==> config.mk <==
export PLATFORM = sky130hd
export DESIGN_NAME = shape_min_edge_midpoint_shift_unit
export DESIGN_NICKNAME = d
export VERILOG_FILES = /design/src/rtl/smes_pkg.sv /design/src/rtl/smes_mid_lane.sv /design/src/rtl/smes_merge.sv /design/src/rtl/smes_shift_lane.sv /design/src/rtl/shape_min_edge_midpoint_shift_unit.sv
export SDC_FILE = /design/constraint.sdc
export NUM_CORES = 1
export LEC_CHECK = 0
export BUFFER_PORTS_ARGS = -buffer_cell sky130_fd_sc_hd__clkbuf_2
export CORE_MARGIN = 2
export CORE_UTILIZATION = 30
export CTS_CLUSTER_DIAMETER = 80
export CTS_CLUSTER_SIZE = 20
export DETAILED_ROUTE_END_ITERATION = 8
export GPL_ROUTABILITY_DRIVEN = 1
export GPL_TIMING_DRIVEN = 0
export MAX_ROUTING_LAYER = met4
export SLEW_MARGIN = 20
export SYNTH_ARGS = -nofsm -noshare
export SYNTH_HDL_FRONTEND = slang
export SYNTH_SLANG_ARGS = --single-unit
==> constraint.sdc <==
create_clock -name clk_i -period 5.22 [get_ports clk_i]
set_input_delay 1.044 -clock clk_i [delete_from_list [all_inputs] [get_ports clk_i]]
set_output_delay 1.044 -clock clk_i [all_outputs]
set_load 0.05 [all_outputs]
==> src/rtl/smes_pkg.sv <==
// ----------------------------------------------------------------------------
// smes_pkg: shared constants of the min-edge midpoint shift unit
// Shape size, coordinate width default and the front offset register layout.
// ----------------------------------------------------------------------------
package smes_pkg;

  // Number of corners of one object shape; the merge tree is built for four.
  localparam int unsigned SHAPE_POINTS = 4;

  // Default coordinate width in 1/128 m units.
  localparam int unsigned COORD_BITS_DEF = 16;

  // Front offset register: width and reset value (3.771 m * 128, rounded).
  localparam int unsigned OFFSET_BITS  = 11;
  localparam int unsigned OFFSET_RESET = 483;

endpackage

==> src/rtl/smes_mid_lane.sv <==
// ----------------------------------------------------------------------------
// smes_mid_lane: edge midpoint lane
// Forms the floor half of the sum of two adjacent corner coordinates.
// ----------------------------------------------------------------------------
module smes_mid_lane #(
  parameter int unsigned COORD_BITS = 16
) (
  input  logic signed [COORD_BITS-1:0] a_i,
  input  logic signed [COORD_BITS-1:0] b_i,
  output logic signed [COORD_BITS-1:0] mid_o
);

  logic signed [COORD_BITS:0] sum;

  // One extra bit holds the full sum; dropping its low bit rounds down.
  assign sum   = {a_i[COORD_BITS-1], a_i} + {b_i[COORD_BITS-1], b_i};
  assign mid_o = sum[COORD_BITS:1];

endmodule

==> src/rtl/smes_merge.sv <==
// ----------------------------------------------------------------------------
// smes_merge: smallest midpoint selection
// Picks the least midpoint by x, then by y, keeping the lowest edge on a tie.
// ----------------------------------------------------------------------------
module smes_merge
  import smes_pkg::*;
#(
  parameter int unsigned COORD_BITS = 16
) (
  input  logic signed [COORD_BITS-1:0] mid_x_i [SHAPE_POINTS],
  input  logic signed [COORD_BITS-1:0] mid_y_i [SHAPE_POINTS],
  output logic signed [COORD_BITS-1:0] sel_x_o,
  output logic signed [COORD_BITS-1:0] sel_y_o
);

  // Strict ordering, so the left (lower edge) candidate wins any full tie.
  function automatic logic lex_less(
    input logic signed [COORD_BITS-1:0] ax,
    input logic signed [COORD_BITS-1:0] ay,
    input logic signed [COORD_BITS-1:0] bx,
    input logic signed [COORD_BITS-1:0] by
  );
    return (ax < bx) || ((ax == bx) && (ay < by));
  endfunction

  logic signed [COORD_BITS-1:0] lo_x, lo_y, hi_x, hi_y;
  logic                         lo_pick, hi_pick, fin_pick;

  // First level: edges 0/1 and edges 2/3.
  assign lo_pick = lex_less(mid_x_i[1], mid_y_i[1], mid_x_i[0], mid_y_i[0]);
  assign hi_pick = lex_less(mid_x_i[3], mid_y_i[3], mid_x_i[2], mid_y_i[2]);
  assign lo_x    = lo_pick ? mid_x_i[1] : mid_x_i[0];
  assign lo_y    = lo_pick ? mid_y_i[1] : mid_y_i[0];
  assign hi_x    = hi_pick ? mid_x_i[3] : mid_x_i[2];
  assign hi_y    = hi_pick ? mid_y_i[3] : mid_y_i[2];

  // Second level: the upper pair replaces the lower pair only if strictly less.
  assign fin_pick = lex_less(hi_x, hi_y, lo_x, lo_y);
  assign sel_x_o  = fin_pick ? hi_x : lo_x;
  assign sel_y_o  = fin_pick ? hi_y : lo_y;

endmodule

==> src/rtl/smes_shift_lane.sv <==
// ----------------------------------------------------------------------------
// smes_shift_lane: shift and saturate lane
// Computes a plus or minus b, minus an unsigned offset, clipped to range.
// ----------------------------------------------------------------------------
module smes_shift_lane
  import smes_pkg::*;
#(
  parameter int unsigned COORD_BITS = 16,
  parameter bit          SUB_B      = 1'b1
) (
  input  logic signed [COORD_BITS-1:0]  a_i,
  input  logic signed [COORD_BITS-1:0]  b_i,
  input  logic        [OFFSET_BITS-1:0] off_i,
  output logic signed [COORD_BITS-1:0]  res_o,
  output logic                          sat_o
);

  localparam int unsigned XW = COORD_BITS + 2;
  localparam logic signed [XW-1:0] Hi = {3'b000, {(COORD_BITS-1){1'b1}}};
  localparam logic signed [XW-1:0] Lo = ~Hi;

  logic signed [XW-1:0] a_x, b_x, off_x, sum;

  // Two guard bits hold any sum of two coordinates and the offset.
  assign a_x   = {{2{a_i[COORD_BITS-1]}}, a_i};
  assign b_x   = {{2{b_i[COORD_BITS-1]}}, b_i};
  assign off_x = {{(XW-OFFSET_BITS){1'b0}}, off_i};
  assign sum   = SUB_B ? (a_x - b_x - off_x) : (a_x + b_x - off_x);

  // Clip to the signed coordinate range and flag it.
  always_comb begin
    sat_o = 1'b0;
    res_o = sum[COORD_BITS-1:0];
    if (sum > Hi) begin
      sat_o = 1'b1;
      res_o = Hi[COORD_BITS-1:0];
    end else if (sum < Lo) begin
      sat_o = 1'b1;
      res_o = Lo[COORD_BITS-1:0];
    end
  end

endmodule

==> src/rtl/shape_min_edge_midpoint_shift_unit.sv <==
// ----------------------------------------------------------------------------
// shape_min_edge_midpoint_shift_unit: object reference shift to nearest edge
// Rotates a live object's corners, finds the least edge midpoint and moves
// the corners and the distance onto it; dead objects pass through.
// ----------------------------------------------------------------------------
// Usage:
//   An object is taken at a rising edge where start_i is high and busy_o is
//   low. busy_o is always low, so a new object may be issued every cycle.
//   The result appears on the q*_o, new_dist_*_o and saturated_o ports for
//   exactly one cycle, marked by done_o, after the object has passed the
//   stage 1, stage 2 and output registers. The receiver cannot stall; each
//   result transaction is taken in the cycle it is shown, and the next may
//   follow in the next cycle.
//   Pipeline: midpoint lanes (eight adders), merge tree of three ordered
//   compares, then shift lanes (ten adders with clipping) into the output
//   register. There are three register stages; none of them stalls, so
//   throughput is one object per cycle.
//   Configuration: the front offset is written through cfg_valid_i /
//   cfg_data_i; cfg_ready_o is always high. Write it only while no object
//   is in flight.
//   Reset clears the pipeline valid bits and loads the front offset with
//   its default of 483 (3.771 m); no result is issued until an object is
//   taken after reset.
// ----------------------------------------------------------------------------
module shape_min_edge_midpoint_shift_unit
  import smes_pkg::*;
#(
  parameter int unsigned COORD_BITS = COORD_BITS_DEF
) (
  input  logic                         clk_i,
  input  logic                         rst_ni,
  // Object input
  input  logic                         start_i,
  output logic                         busy_o,
  input  logic                         live_i,
  input  logic signed [COORD_BITS-1:0] p0_x_i,
  input  logic signed [COORD_BITS-1:0] p0_y_i,
  input  logic signed [COORD_BITS-1:0] p1_x_i,
  input  logic signed [COORD_BITS-1:0] p1_y_i,
  input  logic signed [COORD_BITS-1:0] p2_x_i,
  input  logic signed [COORD_BITS-1:0] p2_y_i,
  input  logic signed [COORD_BITS-1:0] p3_x_i,
  input  logic signed [COORD_BITS-1:0] p3_y_i,
  input  logic signed [COORD_BITS-1:0] dist_x_i,
  input  logic signed [COORD_BITS-1:0] dist_y_i,
  // Configuration
  input  logic                         cfg_valid_i,
  output logic                         cfg_ready_o,
  input  logic [OFFSET_BITS-1:0]       cfg_data_i,
  // Result
  output logic                         done_o,
  output logic signed [COORD_BITS-1:0] q0_x_o,
  output logic signed [COORD_BITS-1:0] q0_y_o,
  output logic signed [COORD_BITS-1:0] q1_x_o,
  output logic signed [COORD_BITS-1:0] q1_y_o,
  output logic signed [COORD_BITS-1:0] q2_x_o,
  output logic signed [COORD_BITS-1:0] q2_y_o,
  output logic signed [COORD_BITS-1:0] q3_x_o,
  output logic signed [COORD_BITS-1:0] q3_y_o,
  output logic signed [COORD_BITS-1:0] new_dist_x_o,
  output logic signed [COORD_BITS-1:0] new_dist_y_o,
  output logic                         saturated_o
);

  logic                   accept;
  logic [OFFSET_BITS-1:0] offset_q;

  logic signed [COORD_BITS-1:0] px [SHAPE_POINTS];
  logic signed [COORD_BITS-1:0] py [SHAPE_POINTS];
  logic signed [COORD_BITS-1:0] cx_d [SHAPE_POINTS];
  logic signed [COORD_BITS-1:0] cy_d [SHAPE_POINTS];
  logic signed [COORD_BITS-1:0] mx_d [SHAPE_POINTS];
  logic signed [COORD_BITS-1:0] my_d [SHAPE_POINTS];

  // Stage 1 registers
  logic                         s1_valid_q, s1_live_q;
  logic signed [COORD_BITS-1:0] s1_cx_q [SHAPE_POINTS];
  logic signed [COORD_BITS-1:0] s1_cy_q [SHAPE_POINTS];
  logic signed [COORD_BITS-1:0] s1_mx_q [SHAPE_POINTS];
  logic signed [COORD_BITS-1:0] s1_my_q [SHAPE_POINTS];
  logic signed [COORD_BITS-1:0] s1_dx_q, s1_dy_q;

  // Stage 2 registers
  logic                         s2_valid_q, s2_live_q;
  logic signed [COORD_BITS-1:0] s2_cx_q [SHAPE_POINTS];
  logic signed [COORD_BITS-1:0] s2_cy_q [SHAPE_POINTS];
  logic signed [COORD_BITS-1:0] s2_dx_q, s2_dy_q;
  logic signed [COORD_BITS-1:0] s2_mx_q, s2_my_q;
  logic [OFFSET_BITS-1:0]       s2_off_q;
  logic signed [COORD_BITS-1:0] sel_x, sel_y;

  // Stage 3 lane outputs and output registers
  logic signed [COORD_BITS-1:0] qx_d [SHAPE_POINTS];
  logic signed [COORD_BITS-1:0] qy_d [SHAPE_POINTS];
  logic [SHAPE_POINTS-1:0]      satx, saty;
  logic signed [COORD_BITS-1:0] ndx_d, ndy_d;
  logic                         sat_dx, sat_dy;
  logic                         done_q, sat_q;
  logic signed [COORD_BITS-1:0] qx_q [SHAPE_POINTS];
  logic signed [COORD_BITS-1:0] qy_q [SHAPE_POINTS];
  logic signed [COORD_BITS-1:0] ndx_q, ndy_q;

  // The pipeline never stalls, so an object is taken whenever start is high.
  assign busy_o      = 1'b0;
  assign cfg_ready_o = 1'b1;
  assign accept      = start_i && !busy_o;

  // Front offset register.
  always_ff @(posedge clk_i or negedge rst_ni) begin
    if (!rst_ni) begin
      offset_q <= OFFSET_BITS'(OFFSET_RESET);
    end else if (cfg_valid_i && cfg_ready_o) begin
      offset_q <= cfg_data_i;
    end
  end

  assign px[0] = p0_x_i;
  assign py[0] = p0_y_i;
  assign px[1] = p1_x_i;
  assign py[1] = p1_y_i;
  assign px[2] = p2_x_i;
  assign py[2] = p2_y_i;
  assign px[3] = p3_x_i;
  assign py[3] = p3_y_i;

  // Stage 1: rotate live corners by one and form the edge midpoints.
  for (genvar k = 0; k < SHAPE_POINTS; k++) begin : g_mid
    localparam int unsigned N1 = (k + 1) % SHAPE_POINTS;
    localparam int unsigned N2 = (k + 2) % SHAPE_POINTS;

    assign cx_d[k] = live_i ? px[N1] : px[k];
    assign cy_d[k] = live_i ? py[N1] : py[k];

    smes_mid_lane #(.COORD_BITS(COORD_BITS)) u_mid_x (
      .a_i   (px[N1]),
      .b_i   (px[N2]),
      .mid_o (mx_d[k])
    );

    smes_mid_lane #(.COORD_BITS(COORD_BITS)) u_mid_y (
      .a_i   (py[N1]),
      .b_i   (py[N2]),
      .mid_o (my_d[k])
    );
  end

  always_ff @(posedge clk_i or negedge rst_ni) begin
    if (!rst_ni) begin
      s1_valid_q <= 1'b0;
    end else begin
      s1_valid_q <= accept;
    end
  end

  always_ff @(posedge clk_i) begin
    if (accept) begin
      s1_live_q <= live_i;
      s1_dx_q   <= dist_x_i;
      s1_dy_q   <= dist_y_i;
      for (int k = 0; k < SHAPE_POINTS; k++) begin
        s1_cx_q[k] <= cx_d[k];
        s1_cy_q[k] <= cy_d[k];
        s1_mx_q[k] <= mx_d[k];
        s1_my_q[k] <= my_d[k];
      end
    end
  end

  // Stage 2: pick the least midpoint; a dead object gets no shift at all.
  smes_merge #(.COORD_BITS(COORD_BITS)) u_merge (
    .mid_x_i (s1_mx_q),
    .mid_y_i (s1_my_q),
    .sel_x_o (sel_x),
    .sel_y_o (sel_y)
  );

  always_ff @(posedge clk_i or negedge rst_ni) begin
    if (!rst_ni) begin
      s2_valid_q <= 1'b0;
    end else begin
      s2_valid_q <= s1_valid_q;
    end
  end

  always_ff @(posedge clk_i) begin
    if (s1_valid_q) begin
      s2_live_q <= s1_live_q;
      s2_dx_q   <= s1_dx_q;
      s2_dy_q   <= s1_dy_q;
      s2_mx_q   <= s1_live_q ? sel_x : '0;
      s2_my_q   <= s1_live_q ? sel_y : '0;
      s2_off_q  <= s1_live_q ? offset_q : '0;
      for (int k = 0; k < SHAPE_POINTS; k++) begin
        s2_cx_q[k] <= s1_cx_q[k];
        s2_cy_q[k] <= s1_cy_q[k];
      end
    end
  end

  // Stage 3: move corners and distance onto the midpoint, with clipping.
  for (genvar k = 0; k < SHAPE_POINTS; k++) begin : g_shift
    smes_shift_lane #(.COORD_BITS(COORD_BITS), .SUB_B(1'b1)) u_shift_x (
      .a_i   (s2_cx_q[k]),
      .b_i   (s2_mx_q),
      .off_i ('0),
      .res_o (qx_d[k]),
      .sat_o (satx[k])
    );

    smes_shift_lane #(.COORD_BITS(COORD_BITS), .SUB_B(1'b1)) u_shift_y (
      .a_i   (s2_cy_q[k]),
      .b_i   (s2_my_q),
      .off_i ('0),
      .res_o (qy_d[k]),
      .sat_o (saty[k])
    );
  end

  smes_shift_lane #(.COORD_BITS(COORD_BITS), .SUB_B(1'b0)) u_dist_x (
    .a_i   (s2_dx_q),
    .b_i   (s2_mx_q),
    .off_i (s2_off_q),
    .res_o (ndx_d),
    .sat_o (sat_dx)
  );

  smes_shift_lane #(.COORD_BITS(COORD_BITS), .SUB_B(1'b0)) u_dist_y (
    .a_i   (s2_dy_q),
    .b_i   (s2_my_q),
    .off_i ('0),
    .res_o (ndy_d),
    .sat_o (sat_dy)
  );

  always_ff @(posedge clk_i or negedge rst_ni) begin
    if (!rst_ni) begin
      done_q <= 1'b0;
    end else begin
      done_q <= s2_valid_q;
    end
  end

  always_ff @(posedge clk_i) begin
    if (s2_valid_q) begin
      ndx_q <= ndx_d;
      ndy_q <= ndy_d;
      sat_q <= (|satx) || (|saty) || sat_dx || sat_dy;
      for (int k = 0; k < SHAPE_POINTS; k++) begin
        qx_q[k] <= qx_d[k];
        qy_q[k] <= qy_d[k];
      end
    end
  end

  // Result ports.
  assign done_o       = done_q;
  assign q0_x_o       = qx_q[0];
  assign q0_y_o       = qy_q[0];
  assign q1_x_o       = qx_q[1];
  assign q1_y_o       = qy_q[1];
  assign q2_x_o       = qx_q[2];
  assign q2_y_o       = qy_q[2];
  assign q3_x_o       = qx_q[3];
  assign q3_y_o       = qy_q[3];
  assign new_dist_x_o = ndx_q;
  assign new_dist_y_o = ndy_q;
  assign saturated_o  = sat_q;

  // An accepted object moves one stage per cycle and produces one result.
  a_stage1_to_2 : assert property (@(posedge clk_i) disable iff (!rst_ni)
    s1_valid_q |=> s2_valid_q)
    else $error("stage 1 item did not advance to stage 2");

  a_stage2_to_out : assert property (@(posedge clk_i) disable iff (!rst_ni)
    s2_valid_q |=> done_o)
    else $error("stage 2 item did not produce a result");

  a_no_phantom : assert property (@(posedge clk_i) disable iff (!rst_ni)
    !s2_valid_q |=> !done_o)
    else $error("result strobe without an item in flight");

  // A dead object is copied unchanged, so it can never clip.
  a_dead_no_shift : assert property (@(posedge clk_i) disable iff (!rst_ni)
    (s2_valid_q && !s2_live_q) |-> (s2_mx_q == '0 && s2_my_q == '0 && s2_off_q == '0))
    else $error("dead object carries a nonzero shift");

  a_dead_no_sat : assert property (@(posedge clk_i) disable iff (!rst_ni)
    (s2_valid_q && !s2_live_q) |=> !saturated_o)
    else $error("dead object reported saturation");

endmodule

==> results of run 1 <==
-- stage by stage --
step                      power (mW)  instances  setup TNS [ns]
after global placement          20.4       5414        -1160.98
final                           24.6       5581               0
after global routing            26.1       5579          -0.165
after floorplan                 16.8       3335               0
after detailed placement        20.4       5425          -66.83
after CTS                       24.5       5513               0
-- layer usage --
| metal | global-route usage, % | share of wire (%) |
|---|---|---|
| met4 | 5.84 | 3.5 |
| met5 | - | 0 |
| met2 | 28.7 | 47 |
| met3 | 2.54 | 5.5 |
| met1 | 23.4 | 44 |
-- timing repair --
item / in CTS / in global routing
gates resized for setup: 65 / 65
hold endpoints to repair: 0 / 0
endpoints found under the setup margin: 33 / 40
buffers inserted: 16 / 33
pin swaps: 6 / 29
-- power by group --
part | leakage (nW) | internal (mW) | switching [mW] | total (mW)
clock | 0.698 | 1.82 | 1.93 | 3.75
combinational | 11.3 | 4.36 | 8.32 | 12.7
sequential | 6.48 | 7.62 | 0.581 | 8.20
-- worst register-to-register path, delay by kind of cell (launching register included) --
family / cells / cell delay, ns
compound gates: 9 / 1.90
flops: 1 / 0.47
buf+inv: 3 / 0.42
fa+ha+maj: 2 / 0.56
simple gates: 6 / 0.98
mux: 2 / 0.56
-- worst min-delay path by stage --
stage	start	slack [ns]	end	cells after the start
2_1_floorplan	s1_cx_q[0][0]$_DFFE_PP_	0.40	s2_cx_q[0][0]$_DFFE_PP_	0
3_3_place_gp	s1_cy_q[1][1]$_DFFE_PP_	0.40	s2_cy_q[1][1]$_DFFE_PP_	0
4_1_cts	rst_ni	0.27	done_o$_DFF_PN0_	1
3_5_place_dp	s1_cx_q[2][11]$_DFFE_PP_	0.40	s2_cx_q[2][11]$_DFFE_PP_	0
5_1_grt	rst_ni	0.29	done_o$_DFF_PN0_	1
6_report	rst_ni	0.30	done_o$_DFF_PN0_	1
-- cells by family (layout without fill, tap and decap cells) --
family / count (synthesis) / after routing / synth area share (%)
DFF: 667 / 667 / 50.8
adders and majority gates: 410 / 410 / 13.4
AOI/OAI and AO/OA: 808 / 808 / 13.2
buffers and inverters: 279 / 746 / 2.74
xor gates and xnor gates: 221 / 221 / 4.92
and+or+nand+nor: 746 / 746 / 9.32
muxes: 202 / 202 / 5.67
other: 2 / 39 / 0.0191
-- final cells by class --
cell class	instances	area [µm²]
Clock inverter	19	236
Antenna cell	37	92.6
Buffer	57	328
Fill cell	12800	83900
Timing Repair Buffer	396	2370
Tap cell	1742	2180
Clock buffer	54	1200
Multi-Input combinational cell	2389	18700
Sequential cell	667	20000
Inverter	220	830
-- cell usage in the layout (no fill, tap or decap), types with 67 or more instances in the layout --
cell,n
nor2_1,202
edfxtp_1,653
ha_1,379
xnor2_1,160
inv_1,217
o21ai_0,173
nand2_1,155
clkbuf_2,340
mux2_2,163
a21oi_1,241
a21o_1,78
nand3_1,67
-- registers in the layout, indices dropped and copies added, names as in the netlist, 11 cells and up --
name / flops
new_dist_x_o: 16
s1_cy_q: 64
s2_cy_q: 64
s2_mx_q: 16
s2_my_q: 16
s2_dx_q: 16
qy_q: 64
s1_my_q: 64
offset_q: 11
s2_cx_q: 64
new_dist_y_o: 16
qx_q: 64
s1_cx_q: 64
s1_mx_q: 64
s2_off_q: 11
s2_dy_q: 16
s1_dx_q: 16
s1_dy_q: 16
==> summary.md, run 1 <==
Counting flops with a built-in enable in the synthesized netlist gives 653. Setup slack on the worst reg-to-reg path comes out at 0.06 ns. Ranked by instance count, the synthesized netlist is headed by 653 x edfxtp_1, 384 x ha_1, 244 x a21oi_1. The worst ir drop on vdd is 282 µV. The post-placement setup slack came out at -2.21 ns.

Setup violations remaining at the end of the flow were counted as 0. The share of layout cells above drive strength 1 is 19.5%. Static timing analysis puts the maximum clock frequency at 194 MHz.

The first global-routing pass estimated 174000 µm of wire. After detailed routing, the number of remaining DRC violations is 0. At the worst endpoint, the required time is 5.59 ns. The startpoint identified for the worst register-to-register timing path is s1_mx_q[45]$_DFFE_PP_. In this design, the largest share of critical-path delay is due to compound AO/OA/AOI/OAI gates. For the final RePlAce weighted congestion, the log shows 0.911.

Time the final worst path needs with I/O delays and setup: 5.16 ns. The number of hold buffers added after CTS is 0, and the largest fanout on the critical path is 6. Counting the buffers created by CTS gives 44. In this run the number of cells on the critical path is 22. Synthesis produced a netlist with a net count of 3914. Walking the worst path, the cells encountered are ha_4, nand4_1, nor3_2, a21boi_4, nor4_4, mux2i_4, nor2_4, buf_6, mux2i_4, ha_4, nor2b_2, o21a_1, o21a_1, o21a_1, o21a_1, o211ai_1, a21boi_2, o21ai_2, nor2_4, buf_6, buf_4, o311a_1. The synthesized design contains 667 register bits. The cell area after synthesis is 39300 µm². The startpoint of the worst setup timing path is s1_mx_q[45]$_DFFE_PP_.

The portion of synthesized cell area occupied by the leading cell type was 49.9%. Cells fill 35.4% of the core in the end. The count of TritonRoute iterations in the first routing pass was 5; the power per cell area was 537 nW/µm². The depth of the most critical reg-to-reg path is 22. Relative to the synthesized area, the layout overhead comes to 16.7%. The floorplan step defined a die boundary enclosing 134000 µm².

For the number of H-tree levels, the log shows 2. Across all setup checks in the final design, the least slack found is 0.0607 ns. The tools report the worst hold slack after final layout as 0.304 ns.

The tools report the global-route usage over all layers as 17.9%. The max-cap violation count was 0. The most frequent cell on the critical path was o21a_1. The number of vias per cell was 4.99.

After clock tree synthesis, the clock-pin slew on the worst setup and hold paths is 0.08 ns. The logs give 43500 µm² for the placed standard-cell area and 48 for the initial antenna violation count. The most used flip-flop cell after synthesis is edfxtp_1. Entering global routing, the biggest net connects 79 pins.

The tools report the number of sinks handled by clock tree synthesis as 667. The netlist uses 78 different library cells. In this run the remaining antenna-violating nets after routing total 0. For the standard-cell row count, the log shows 132.

The post-synthesis instance total came out at 3335. The effective utilization at floorplan is 30.3%. In this run the critical register-to-register path is captured at s2_my_q[0]$_SDFFCE_PN0P_. The type of the setup path with the least slack was register to register. The number of buffers and inverters on the critical path is 3. TritonCTS built the clock tree.

On the final layout, the worst clock skew is 0.0382 ns. The capturing element of the worst setup path is s2_my_q[0]$_SDFFCE_PN0P_. Measured against its own limit, the worst slew margin works out to 34.6%. The data arrival time of the critical path was 5.53 ns. The worst setup path is captured at a register.

Counting flops with an async set or reset pin after synthesis yields a share of 2.10%. The tools report the count of pins over their slew limit as 0. Average wire length per cell after detail routing: 21.8 µm. The library cell contributing the largest single delay on the critical path was edfxtp_1. Sequential elements use 50.8% of the synthesized area.

The detailed router finished its first iteration with 2419 violations. Of all cell types, the one taking the most synthesized area is edfxtp_1. The count of buffers from port buffering was 337. The run gives 18.4 nW as the leakage power figure.

In this run the deepest clock path goes through 3 buffers. For this run, the slowest stage of the critical path takes 0.47 ns. For the hold violation count in the final report, the log shows 0. The die is 366 µm wide. The height of the chip is 366 µm, and the measured slew at the worst slew-check pin is 0.981 ns. The path class of the tightest hold or removal check is primary input to async pin. In the finished design, the share of the clock period the worst path needs comes to 98.8%. After the last flow step, the layout net total stands at 4354. Global routing finished with a remaining overflow of 0.

The run gives 340 as the count of pins on the block boundary. After synthesis, the cell types taking the most area are edfxtp_1 50%, ha_1 12%, mux2_2 4.7%. Later-pin clock latency in the skew report: 0.63 ns. STA classifies the critical path startpoint as a register.

Detailed placer's ending HPWL: 99000 µm. In this run the clock root is driven by a clkbuf_16. For the via count of the first global-routing pass, the log shows 26500. The total number of yosys warnings was 0.

The most common cell in the synthesized netlist is edfxtp_1. The flow ran to the end, and the final reports show no timing, DRC or antenna violations. For this block, the routed nets add up to 122000 µm of wire. Final design instance area without fill: 45900 µm². The average instance area after synthesis works out to 11.8 µm². The count of vias placed by the detailed router came out at 27800. The total area inside the core boundary comes to 130000 µm².
No activity file was read; power rests on OpenSTA's default activity.
==> run 2: changes to the inputs <==
--- a/config.mk
+++ b/config.mk
@@ -11,9 +11,9 @@
 export CTS_CLUSTER_DIAMETER = 80
 export CTS_CLUSTER_SIZE = 20
 export DETAILED_ROUTE_END_ITERATION = 8
-export GPL_ROUTABILITY_DRIVEN = 1
 export GPL_TIMING_DRIVEN = 0
 export MAX_ROUTING_LAYER = met4
+export REMOVE_ABC_BUFFERS = 1
 export SLEW_MARGIN = 20
 export SYNTH_ARGS = -nofsm -noshare
 export SYNTH_HDL_FRONTEND = slang
==> summary.md, run 2 (synthesis gave the netlist of run 1 again) <==
The first-pass GRT wire length came out at 167000 µm (-3.8%). The tools report the number of setup violations in the final report as 0 (unchanged). The core area is 130000 µm² (unchanged), and the global-route usage over all layers is 16.9% (-1.0 points).

The run gives 0 (unchanged) as the hold violation count in the final report. Worst hold slack after final layout: 0.315 ns (+0.0116 ns). Leaving out fill and tap cells, the most frequent cell in the layout is edfxtp_1. The average wire length per cell after detail routing is 20.5 µm (-5.8%).

The tools report the area enclosed by the die boundary as 134000 µm² (unchanged). The run gives 0 (unchanged) as the max-cap violation count. The number of hold buffers added after CTS was 0 (unchanged); the count of vias placed by the detailed router was 27400 (-1.5%). The number of H-tree levels came out at 2 (unchanged).

For the standard-cell row count, the log shows 132 (unchanged). Number of sinks handled by clock tree synthesis: 667 (unchanged). The count of pins over their slew limit came out at 0 (unchanged).

Type of element capturing the critical path: a register. The endpoint required time on the critical path is 5.61 ns (+0.02 ns). The number of vias per cell is 4.97 (-0.44%). The logs give 0.904 (-0.76%) for the final RePlAce weighted congestion and 340 (unchanged) for the count of pins on the block boundary. The logs give 0 (unchanged) for the count of antenna-violating nets left after detailed routing and 0.0358 ns (-0.00238 ns) for the final clock skew.

The logs give 30.3% (unchanged) for the effective utilization at floorplan and 0 (unchanged) for the sum of overflow across all layers after global routing. The count of TritonRoute iterations in the first routing pass was 5 (unchanged); the post-synthesis to final-layout area growth was 16.1%. For the total CTS buffers, the log shows 45 (+2.3%). The tools report the root buffer cell as clkbuf_16.

The placed standard-cell area was 43400 µm² (-0.14%); the measured slew at the worst slew-check pin was 0.978 ns (-0.00321 ns). The x dimension of the die is 366 µm (unchanged), and the achievable clock frequency is 198 MHz (+1.9%). The run finished with clean final reports. The via count of the first global-routing pass was 26900 (+1.5%). The tools report the later-pin clock latency in the skew report as 0.63 ns (about the same). STA classifies the critical path startpoint as a register. The register clock-pin slew on the reported worst setup and hold paths was 0.09 ns (about the same); the largest fanout on the critical path was 8 (+2).

The wire length reported by the detailed router was 113000 µm (-6.8%); the initial antenna violation count was 34 (-29%). The path class of the tightest hold or removal check is primary input to async pin. Share of layout cells above drive strength 1: 19.2% (-0.35 points). Setup repair after global routing could not meet its margin everywhere. The run gives 18.4 nW (-0.47%) as the leakage power figure. The run gives 34.6% (about the same) as the worst max-slew margin expressed relative to the limit. For the worst ir drop on vdd, the log shows 362 µV (+28%). The data arrival time of the critical path is 5.45 ns (-0.08 ns), and the final net count is 4295 (-1.4%).

The number of DRC violations after detailed routing came out at 0 (unchanged). The final cycle utilization of the critical path came out at 97.0% (-1.8 points). The critical path in this run is classified as register to register.

Count of buffers from port buffering: 337 (unchanged). Time the final worst path needs with I/O delays and setup: 5.06 ns (-0.0960 ns). TritonCTS built the clock tree.

The tools report the detailed placer's ending HPWL as 90100 µm (-9.0%). The maximum number of pins on one net before global-route repair is 86 (+8.9%), and the clock tree buffer depth is 3 (unchanged). The top cell types in the final layout, fill and taps aside, are 653 x edfxtp_1, 379 x ha_1, 335 x clkbuf_2.

The power per cell area is 536 nW/µm² (about the same). The detailed router's first-iteration violation count is 1995 (-18%), and the height of the chip is 366 µm (unchanged). The tools report the final design instance area without fill as 45600 µm² (-0.58%).
==> run 2: metal layers <==
layer / wire length [µm] / vias to the layer above / global-route usage [%]
met5: 0 / - / -
met4: 4060 / 0 / 6.21
met3: 6050 / 159 / 3.04
met2: 53900 / 625 / 27.3
met1: 49300 / 13300 / 21.2
li1: - / 13300 / -
==> run 2: critical path: stages (launching register included) <==
cell,delay [ns]
edfxtp_1,0.41
inv_2,0.09
ha_4,0.20
nor2b_2,0.15
o211ai_1,0.46
a2111oi_4,0.18
nor4_4,0.33
nor3_4,0.09
buf_6,0.15
buf_8,0.13
mux2_4,0.31
ha_4,0.22
nor2b_1,0.12
o21a_1,0.16
o21a_1,0.16
o21a_1,0.17
o21a_1,0.19
o211ai_1,0.16
buf_4,0.17
and3_4,0.20
o21ai_4,0.09
nor2_4,0.20
buf_12,0.17
mux2_4,0.32
==> run 2: cell type report <==
type                            count  area (µm²)
Sequential cell                   667       20000
Multi-Input combinational cell   2390       18700
Inverter                          220         826
Tap cell                         1742        2180
Antenna cell                       37        92.6
Clock buffer                       53        1200
Fill cell                       12800       84200
Timing Repair Buffer              392        2480
Clock inverter                     19         223
==> run 2: power breakdown <==
part,switching [mW],internal [mW]
registers,0.608,7.62
logic,8.14,4.36
clock network,1.97,1.78
==> run 2: path summary, 6_finish.rpt <==
path	startpoint	end	slack [ns]	cells after the start
max	s1_mx_q[17]$_DFFE_PP_	s2_my_q[5]$_SDFFCE_PN0P_	0.16	23
min	rst_ni	done_o$_DFF_PN0_	0.32	1
max reg2reg	s1_mx_q[17]$_DFFE_PP_	s2_my_q[5]$_SDFFCE_PN0P_	0.16	23
min reg2reg	s1_cy_q[1][8]$_DFFE_PP_	s2_cy_q[1][8]$_DFFE_PP_	0.40	0
max in group asynchronous	rst_ni	offset_q[8]$_DFFE_PN1P_	4.61	1
min in group clk_i	s1_cy_q[1][8]$_DFFE_PP_	s2_cy_q[1][8]$_DFFE_PP_	0.40	0
==> run 2: repair_timing <==
item	4_1_cts	5_1_grt
pin swaps	16	16
endpoints found under the hold margin	0	0
gates resized for setup	52	23
endpoints found under the setup margin	33	33
setup buffers	28	9
gates cloned	1	1
==> run 2: stage by stage <==
step	std cells	util, %	power, mW	setup WS, ns	setup TNS (ns)
after detailed placement	5375	33.5	20.3	-1.33	-38.56
final	5520	35.2	24.5	0.157	0
after global placement	5355	33.1	20.2	-5.68	-1372.53
after floorplan	3276	-	16.7	-1.98	-53.90
after CTS	5475	34.9	24.5	-0.0323	-0.119
after global routing	5515	35.2	26.0	-0.0372	-0.115
